`config.mk`:
```
export PLATFORM = sky130hd
export DESIGN_NAME = set_of_bounded_stacks
export DESIGN_NICKNAME = d
export VERILOG_FILES = /design/src/rtl/core/sobs_pkg.sv /design/src/rtl/core/sobs_ctrl.sv /design/src/rtl/core/set_of_bounded_stacks.sv
export SDC_FILE = /design/constraint.sdc
export NUM_CORES = 2
export LEC_CHECK = 0
export BUFFER_PORTS_ARGS = -buffer_cell sky130_fd_sc_hd__buf_2
export CAP_MARGIN = 15
export CORE_MARGIN = 2
export CORE_UTILIZATION = 40
export CTS_BUF_LIST = sky130_fd_sc_hd__clkbuf_4 sky130_fd_sc_hd__clkbuf_8
export DETAILED_ROUTE_END_ITERATION = 8
export GPL_ROUTABILITY_DRIVEN = 1
export MAX_ROUTING_LAYER = met4
export SETUP_SLACK_MARGIN = 0.5
export SLEW_MARGIN = 20
export SYNTH_ARGS = -nofsm -noshare
export SYNTH_HDL_FRONTEND = slang
export SYNTH_MEMORY_MAX_BITS = 65536
export SYNTH_SLANG_ARGS = --single-unit
```
`constraint.sdc`:
```
create_clock -name clk -period 7.7 [get_ports clk]
set_input_delay 1.155 -clock clk [delete_from_list [all_inputs] [get_ports clk]]
set_output_delay 1.155 -clock clk [all_outputs]
set_load 0.01 [all_outputs]
```
`src/rtl/core/sobs_pkg.sv`:
```
// Shared types for the set-of-bounded-stacks block: operation and status codes
// and the request bundle passed from the controller to the top level.
// No dependencies.
package sobs_pkg;

  typedef enum logic [1:0] {
    OP_PUSH   = 2'd0,
    OP_POP    = 2'd1,
    OP_PEEK   = 2'd2,
    OP_POP_AT = 2'd3
  } op_t;

  typedef enum logic [1:0] {
    ST_OK        = 2'd0,
    ST_EMPTY     = 2'd1,
    ST_OVERFLOW  = 2'd2,
    ST_BAD_INDEX = 2'd3
  } status_t;

  localparam logic [4:0] LIMIT_RESET = 5'd10;

  // Store access and result info for one request.
  typedef struct packed {
    logic        wr;
    logic        rd;
    status_t     status;
    logic [2:0]  active_after;
  } sobs_req_t;

endpackage

```
`src/rtl/core/sobs_ctrl.sv`:
```
// Bookkeeping for the set of stacks: fill counts, active stack, stacks in use
// and the limit register. Produces the store address and request info.
// Depends on sobs_pkg.
module sobs_ctrl #(
  parameter int NUM_STACKS  = 8,
  parameter int STACK_DEPTH = 16,
  parameter int AW          = 7
) (
  input  logic                  clk,
  input  logic                  rst_n,
  input  logic                  in_valid,
  input  sobs_pkg::op_t         in_operation,
  input  logic [2:0]            in_stack_index,
  input  logic                  cfg_wr_en,
  input  logic [4:0]            cfg_wr_data,
  output sobs_pkg::sobs_req_t   req,
  output logic [AW-1:0]         addr
);

  localparam int SW = $clog2(NUM_STACKS);
  localparam int FW = $clog2(STACK_DEPTH + 1);
  localparam int UW = $clog2(NUM_STACKS + 1);
  localparam int LW = (FW > 5) ? FW : 5;
  localparam int IW = (UW > 3) ? UW : 3;

  logic [4:0]    limit_r;
  logic [FW-1:0] fill_r [NUM_STACKS];
  logic [SW-1:0] act_r, act_nxt;
  logic [FW-1:0] fill_act_r, fill_act_nxt;
  logic [FW-1:0] fill_below_r, fill_below_nxt;
  logic [UW-1:0] in_use_r, in_use_nxt;

  logic [LW-1:0] lim;
  logic          is_full;
  logic          is_last;
  logic [SW-1:0] act_m1, act_m2, idx_s, rd_sel;
  logic [FW-1:0] fill_rd;
  logic          idx_ok;
  logic          arr_we;
  logic [SW-1:0] arr_idx;
  logic [FW-1:0] arr_val;
  logic [SW-1:0] sel_s;
  logic [FW-1:0] sel_f;

  always_comb begin
    if (limit_r == 5'd0) begin
      lim = LW'(1);
    end else if (LW'(limit_r) > LW'(STACK_DEPTH)) begin
      lim = LW'(STACK_DEPTH);
    end else begin
      lim = LW'(limit_r);
    end
  end

  assign is_full = LW'(fill_act_r) >= lim;
  assign is_last = act_r == SW'(NUM_STACKS - 1);
  assign act_m1  = act_r - SW'(1);
  assign act_m2  = act_r - SW'(2);
  assign idx_s   = SW'(in_stack_index);
  assign rd_sel  = (in_operation == sobs_pkg::OP_POP_AT) ? idx_s : act_m2;
  assign fill_rd = fill_r[rd_sel];
  assign idx_ok  = (IW'(in_stack_index) < IW'(in_use_r)) &&
                   (IW'(in_stack_index) < IW'(NUM_STACKS)) && (fill_rd != '0);

  // Stacks above the active one are always empty, so a push that moves up
  // starts the new stack at slot zero.
  always_comb begin
    act_nxt        = act_r;
    fill_act_nxt   = fill_act_r;
    fill_below_nxt = fill_below_r;
    in_use_nxt     = in_use_r;
    arr_we         = 1'b0;
    arr_idx        = act_r;
    arr_val        = fill_act_r;
    sel_s          = act_r;
    sel_f          = fill_act_r;
    req.wr         = 1'b0;
    req.rd         = 1'b0;
    req.status     = sobs_pkg::ST_OK;
    case (in_operation)
      sobs_pkg::OP_PUSH: begin
        if (is_full && is_last) begin
          req.status = sobs_pkg::ST_OVERFLOW;
        end else if (is_full) begin
          act_nxt        = act_r + SW'(1);
          fill_act_nxt   = FW'(1);
          fill_below_nxt = fill_act_r;
          if (in_use_r < UW'(act_r) + UW'(2)) begin
            in_use_nxt = UW'(act_r) + UW'(2);
          end
          sel_s   = act_r + SW'(1);
          sel_f   = '0;
          arr_we  = 1'b1;
          arr_idx = act_r + SW'(1);
          arr_val = FW'(1);
          req.wr  = 1'b1;
        end else begin
          fill_act_nxt = fill_act_r + FW'(1);
          arr_we       = 1'b1;
          arr_val      = fill_act_r + FW'(1);
          req.wr       = 1'b1;
        end
      end
      sobs_pkg::OP_POP, sobs_pkg::OP_PEEK: begin
        if (fill_act_r != '0) begin
          sel_f  = fill_act_r - FW'(1);
          req.rd = 1'b1;
          if (in_operation == sobs_pkg::OP_POP) begin
            fill_act_nxt = fill_act_r - FW'(1);
            arr_we       = 1'b1;
            arr_val      = fill_act_r - FW'(1);
          end
        end else if (act_r != '0 && fill_below_r != '0) begin
          sel_s  = act_m1;
          sel_f  = fill_below_r - FW'(1);
          req.rd = 1'b1;
          if (in_operation == sobs_pkg::OP_POP) begin
            act_nxt        = act_m1;
            fill_act_nxt   = fill_below_r - FW'(1);
            fill_below_nxt = (act_r >= SW'(2)) ? fill_rd : '0;
            arr_we         = 1'b1;
            arr_idx        = act_m1;
            arr_val        = fill_below_r - FW'(1);
          end
        end else begin
          req.status = sobs_pkg::ST_EMPTY;
        end
      end
      sobs_pkg::OP_POP_AT: begin
        if (!idx_ok) begin
          req.status = sobs_pkg::ST_BAD_INDEX;
        end else begin
          sel_s   = idx_s;
          sel_f   = fill_rd - FW'(1);
          req.rd  = 1'b1;
          arr_we  = 1'b1;
          arr_idx = idx_s;
          arr_val = fill_rd - FW'(1);
          if (idx_s == act_r) begin
            fill_act_nxt = fill_rd - FW'(1);
          end
          if (act_r != '0 && idx_s == act_m1) begin
            fill_below_nxt = fill_rd - FW'(1);
          end
        end
      end
      default: begin
        req.status = sobs_pkg::ST_OK;
      end
    endcase
    req.wr           = req.wr & in_valid;
    req.rd           = req.rd & in_valid;
    req.active_after = 3'(act_nxt);
  end

  assign addr = AW'(sel_s) * AW'(STACK_DEPTH) + AW'(sel_f);

  always_ff @(posedge clk) begin
    if (!rst_n) begin
      limit_r      <= sobs_pkg::LIMIT_RESET;
      act_r        <= '0;
      fill_act_r   <= '0;
      fill_below_r <= '0;
      in_use_r     <= UW'(1);
      for (int i = 0; i < NUM_STACKS; i++) begin
        fill_r[i] <= '0;
      end
    end else begin
      if (cfg_wr_en) begin
        limit_r <= cfg_wr_data;
      end
      if (in_valid) begin
        act_r        <= act_nxt;
        fill_act_r   <= fill_act_nxt;
        fill_below_r <= fill_below_nxt;
        in_use_r     <= in_use_nxt;
        if (arr_we) begin
          fill_r[arr_idx] <= arr_val;
        end
      end
    end
  end

  a_active_in_use: assert property (@(posedge clk) disable iff (!rst_n)
    UW'(act_r) < in_use_r)
    else $error("active stack is not below the number of stacks in use");

  a_fill_act_cache: assert property (@(posedge clk) disable iff (!rst_n)
    fill_act_r == fill_r[act_r])
    else $error("cached fill of the active stack disagrees with the fill table");

  a_fill_below_cache: assert property (@(posedge clk) disable iff (!rst_n)
    act_r != '0 |-> fill_below_r == fill_r[act_m1])
    else $error("cached fill of the stack below disagrees with the fill table");

  a_fill_bound: assert property (@(posedge clk) disable iff (!rst_n)
    FW'(fill_act_r) <= FW'(STACK_DEPTH))
    else $error("active stack fill exceeds the stack depth");

  a_overflow_last: assert property (@(posedge clk) disable iff (!rst_n)
    in_valid && req.status == sobs_pkg::ST_OVERFLOW |-> is_last && !req.wr)
    else $error("overflow reported while a further stack was available");

endmodule

```
`src/rtl/core/set_of_bounded_stacks.sv`:
```
// Set of bounded stacks: several fixed-depth stacks that behave as one stack.
// The result strobe rises in the cycle after a request is taken.
// Throughput: one request every cycle; busy never rises and the receiver cannot stall.
// Reset: all fills clear, stack 0 is active and alone in use, the limit becomes 10.
// The value store is not cleared; only slots written by a push are ever read.
module set_of_bounded_stacks #(
  parameter int NUM_STACKS  = 8,
  parameter int STACK_DEPTH = 16,
  parameter int VALUE_WIDTH = 32
) (
  input  logic               clk,
  input  logic               rst_n,
  input  logic               start,
  output logic               busy,
  input  logic [1:0]         in_operation,
  input  logic signed [31:0] in_push_value,
  input  logic [2:0]         in_stack_index,
  output logic               out_strobe,
  output logic signed [31:0] out_read_value,
  output logic [1:0]         out_status,
  output logic [2:0]         out_active_after,
  input  logic               cfg_wr_en,
  input  logic [4:0]         cfg_wr_data
);

  // Stack s, slot k sits at store address s*STACK_DEPTH + k.
  localparam int ENTRIES = NUM_STACKS * STACK_DEPTH;
  localparam int AW      = $clog2(ENTRIES);

  logic                          accept;
  sobs_pkg::sobs_req_t           req;
  logic [AW-1:0]                 addr;
  logic [VALUE_WIDTH-1:0]        store_mem [ENTRIES];
  logic signed [VALUE_WIDTH-1:0] rd_data_r;
  logic                          strobe_r;
  logic                          rd_ok_r;
  sobs_pkg::status_t             status_r;
  logic [2:0]                    active_r;

  // Every cycle can take a request: the whole decision fits between the
  // input and the result register.
  assign busy   = 1'b0;
  assign accept = start & ~busy;

  // The controller keeps fill counts and the active stack, and picks the one
  // store slot this request touches.
  sobs_ctrl #(
    .NUM_STACKS  (NUM_STACKS),
    .STACK_DEPTH (STACK_DEPTH),
    .AW          (AW)
  ) u_ctrl (
    .clk            (clk),
    .rst_n          (rst_n),
    .in_valid       (accept),
    .in_operation   (sobs_pkg::op_t'(in_operation)),
    .in_stack_index (in_stack_index),
    .cfg_wr_en      (cfg_wr_en),
    .cfg_wr_data    (cfg_wr_data),
    .req            (req),
    .addr           (addr)
  );

  // Single-port value store. A push writes and a pop or peek reads, never
  // both in one cycle. A read in the cycle after a push to the same slot
  // sees the new value because the write has already landed.
  always_ff @(posedge clk) begin
    if (req.wr) begin
      store_mem[addr] <= VALUE_WIDTH'(in_push_value);
    end
    if (req.rd) begin
      rd_data_r <= store_mem[addr];
    end
  end

  // Result register: status and active stack are captured with the read.
  always_ff @(posedge clk) begin
    if (!rst_n) begin
      strobe_r <= 1'b0;
      rd_ok_r  <= 1'b0;
    end else begin
      strobe_r <= accept;
      rd_ok_r  <= req.rd;
    end
    if (accept) begin
      status_r <= req.status;
      active_r <= req.active_after;
    end
  end

  // Stored values are sign-extended from the value width into the 32-bit field;
  // anything other than a successful pop or peek reports zero.
  assign out_strobe       = strobe_r;
  assign out_read_value   = rd_ok_r ? 32'(rd_data_r) : '0;
  assign out_status       = status_r;
  assign out_active_after = active_r;

  a_result_follows: assert property (@(posedge clk) disable iff (!rst_n)
    accept |=> out_strobe)
    else $error("request taken without a result in the next cycle");

  a_value_zero: assert property (@(posedge clk) disable iff (!rst_n)
    out_strobe && out_status != sobs_pkg::ST_OK |-> out_read_value == '0)
    else $error("failed request reported a nonzero value");

  a_store_single: assert property (@(posedge clk) disable iff (!rst_n)
    !(req.wr && req.rd))
    else $error("store read and write requested in the same cycle");

endmodule
```
==> out/qor.txt <==
RUN STATUS
-----------------------------------------------------------------------------------------------------
Status                                                                                      completed

CLOCK NETWORK
-----------------------------------------------------------------------------------------------------
Hold_buf cts                                                                                        0
Clock Latency Late Sink                                                                       1.24 ns
Largest buffer count on any clock path                                                              4
CTS root buffer                                                                              clkbuf_8
Clock-pin transition on the worst setup and hold timing paths                                 0.06 ns
Clock buffer count from CTS                                                                       675
Clock tree sinks                                                                                4,197
# Post-CTS Setup Buffers                                                                            0
CTS tree                                                                                        built
H-Tree Level Count                                                                                  6

PLACED DESIGN
-----------------------------------------------------------------------------------------------------
Estimated wirelength of the detail-placed design                                           302,000 µm
Cell area after placement                                                                 179,000 µm²
Routability congestion estimate                                                                 0.936
Number of buffers added on ports                                                                   83

JOB
-----------------------------------------------------------------------------------------------------
Max-capacitance violation count                                                                     0

CRITICAL PATH
-----------------------------------------------------------------------------------------------------
Worst-path maximum fanout                                                                          31
Endpoint kind of the worst setup timing path                                                 register
Worst R2R Setup Slack                                                                         0.76 ns
Required time of the critical path                                                            8.67 ns
Type of the setup path with the least slack                                                reg -> reg
Data arrival time of the worst path                                                           7.91 ns
Crit-path most repeated cell                                                                     ha_1
Startpoint class of the critical path                                                        register
CP max-delay cell                                                                             a22oi_1
Max stage delay on crit path                                                                  0.61 ns

FLOORPLANNING
-----------------------------------------------------------------------------------------------------
Floorplan Core Area                                                                       409,000 µm²
Die X                                                                                          645 µm
Standard-cell rows                                                                                235
DIE HEIGHT                                                                                     645 µm
Number of top-level design ports                                                                   85
Initial standard-cell utilization of the core                                                   40.2%
Area enclosed by the die boundary                                                         416,000 µm²

SYNTHESIS
-----------------------------------------------------------------------------------------------------
Post-Syn Area per Cell                                                                       18.2 µm²
Part of the Yosys area used for sequential elements                                             76.5%
Parity-gate share of the synthesized area counting xor and xnor cells                         0.0799%
Fraction of synthesized cell area taken by the top area cell type                               76.2%
Number of standard cells after synthesis                                                        9,037
Number of enable-type register cells in the synthesized netlist                                 4,173
Distinct cell type count of the synthesized netlist                                               100
Async set or reset register ratio after synthesis                                                  0%
Seq cells post-synth                                                                            4,197
Commonest register cell after synthesis                                                      edfxtp_1
Post-synth net total                                                                            9,112
Dominant combinational cell family by area after synthesis                               multiplexers
Cell accounting for the most synthesized area                                                edfxtp_1
Area share of and/or/nand/nor cells after synthesis                                             5.12%
Most area-consuming cells after synthesis                                                edfxtp_1, mux4_2, mux2i_1
Post-synthesis share of cell area spent on full adders, half adders and majority gates         0.221%
Share of the synthesized area in compound gates (AO/OA/AOI/OAI)                                 4.61%
Post-Synthesis Cell Area                                                                  164,000 µm²
Proportion of synthesized area in mux cells                                                     11.7%
Count of synthesis-stage warnings from yosys                                                        0

GLOBAL ROUTING
-----------------------------------------------------------------------------------------------------
Via count of the first global-routing pass                                                      90.6k
First-pass GRT wire length                                                                 686,000 µm
Antenna violations before repair                                                                   45
Overall Global Routing Usage                                                                    23.7%
Remaining global-route overflow                                                                     0
Largest net degree at the start of global routing                                                 111

STA
-----------------------------------------------------------------------------------------------------
Timing-limited maximum frequency                                                              144 MHz
Worst-case headroom to the max-slew limit                                                       19.1%
Transition time at the pin with the least slew margin                                         1.21 ns
Final period utilization                                                                        90.1%
Final setup violating endpoints                                                                     0
RSZ-0062 raised after global routing                                                               no
Max-slew violations                                                                                 0
Final period demand of the worst path                                                         6.94 ns
Post-route clock skew                                                                       0.0996 ns
Number of endpoints with negative hold slack in the final report                                    0
Final total negative setup slack                                                                 0 ns
Hold_ws                                                                                      0.201 ns

ROUTE
-----------------------------------------------------------------------------------------------------
Routed via count divided by cell count                                                           5.77
Number of design rule violations left after detail routing                                          0
Vias after detailed routing                                                                     91.8k
Drt first-iter violations                                                                       11.8k
Post-route antenna net violation count                                                              0
DRT Pass-1 Iters                                                                                    6
Avg WL per Cell                                                                               30.7 µm
WL final                                                                                   489,000 µm

POWER
-----------------------------------------------------------------------------------------------------
Static leakage                                                                                64.1 nW
Worst IR Drop VDD                                                                              184 µV
Power per cell area                                                                        267 nW/µm²

FINISH
-----------------------------------------------------------------------------------------------------
Number of filler instances in the final layout                                                  34.3k
Leading cell types in the layout, fill and taps excluded                                 edfxtp_1, mux2i_1, nand2_1
Growth of design area from synthesis to finish                                                  16.6%
Share of post-route cells with drive strength above 1                                           24.2%
Number of nets at the end of the flow                                                           9,981
Leading cell type in the layout, fill and taps excluded                                      edfxtp_1
Final core utilization                                                                          46.8%
Cell area after layout                                                                    192,000 µm²

MIN PATH
-----------------------------------------------------------------------------------------------------
Path type of the worst min-delay path                                                       in -> reg

Yosys cell counts, types with 22 or more instances:
master and count:
o41ai_1 32, nor2_1 228, nand4b_1 32, buf_6 22, o22a_1 97, nor2b_1 26
edfxtp_1 4173, inv_1 29, and2_1 41, buf_1 37, nand3_1 372, o211ai_1 71
dfxtp_1 24, o22ai_1 236, buf_2 161, nor4bb_1 30, and4_1 37, a22oi_1 190
mux2i_1 784, ha_1 29, mux2_2 67, mux4_2 471, o21ai_0 209, buf_4 80
a21oi_1 181, clkbuf_1 242, nor3_1 150, and3_1 49, nand2_1 707, nor4_1 34
kinds of logic (layout without fill, tap and decap cells):
| kind of cell | Yosys count | count (layout) |
|---|---|---|
| xor+xnor | 15 | 15 |
| fa+ha+maj | 29 | 29 |
| mux | 1325 | 1325 |
| buf+inv | 574 | 1958 |
| compound gates | 1133 | 1133 |
| flops | 4197 | 4197 |
| other cells | 1 | 42 |
| simple gates | 1763 | 1763 |
state kept, by name (all words and copies together) (netlist names):
register             flops
out_strobe               1
u_ctrl.fill_below_r      5
rd_ok_r                  1
u_ctrl.limit_r           5
rd_data_r               32
u_ctrl.fill_r           40
out_active_after         3
out_status               2
u_ctrl.act_r             3
u_ctrl.in_use_r          4
u_ctrl.fill_act_r        5
store_mem             4096
where the power goes:
| group | total, mW | leakage [nW] | switching (mW) | internal, mW |
|---|---|---|---|---|
| combinational | 7.26 | 19.6 | 4.49 | 2.77 |
| clock | 18.5 | 6.74 | 8.90 | 9.60 |
| sequential | 25.3 | 37.8 | 0.0947 | 25.3 |
metrics by stage:
| step | cells | worst slack [ns] | power (mW) |
|---|---|---|---|
| detailed placement | 14700 | -0.649 | 33.0 |
| global route | 15900 | 0.473 | 52.7 |
| finish | 15900 | 0.763 | 51.1 |
| CTS | 15900 | 0.491 | 51.4 |
| global placement | 14700 | -0.758 | 33.0 |
| floorplan | 9037 | -0.0182 | 29.8 |
path summary, 6_finish.rpt:
check / start / to / cells after the start
min: cfg_wr_data[3] / u_ctrl.limit_r[3]$_SDFFE_PN1P_ / 3
max: u_ctrl.act_r[1]$_SDFFE_PN0P_ / rd_data_r[12]$_DFFE_PP_ / 27
max reg2reg: u_ctrl.act_r[1]$_SDFFE_PN0P_ / rd_data_r[12]$_DFFE_PP_ / 27
min reg2reg: u_ctrl.fill_below_r[4]$_SDFFE_PN0P_ / u_ctrl.fill_below_r[4]$_SDFFE_PN0P_ / 2
timing repair:
action,CTS,global route
endpoints found under the setup margin,4,12
pin swaps,0,2
gates resized for setup,4,9
cloned,0,0
per-layer routing:
metal  up-vias  routed length [µm]  track usage [%]
met4         0               17100             8.04
met2      4621              235000             37.2
met1     48100              198000             31.7
met3       749               39400             3.64
li1      38400                   -                -
met5         -                   0                -
critical path: cells and delay by family (launching register included):
kind | cells | cell delay (ns)
adder cells (fa/ha/maj) | 4 | 1.04
buffers and inverters | 4 | 0.63
multiplexers | 1 | 0.39
AND/OR/NAND/NOR | 9 | 1.86
flip-flops | 1 | 0.31
AO/OA/AOI/OAI | 9 | 2.39
cell type report:
cell class	count	area [µm²]	area share, %
Clock inverter	281	1720	0.896
Sequential cell	4197	126000	65.6
Tap cell	5451	6820	3.56
Clock buffer	911	11100	5.79
Timing Repair Buffer	736	8830	4.61
Inverter	30	113	0.0588
Multi-Input combinational cell	4266	37200	19.4
Antenna cell	41	103	0.0535
Note: power is estimated with default switching activity, not from simulation.
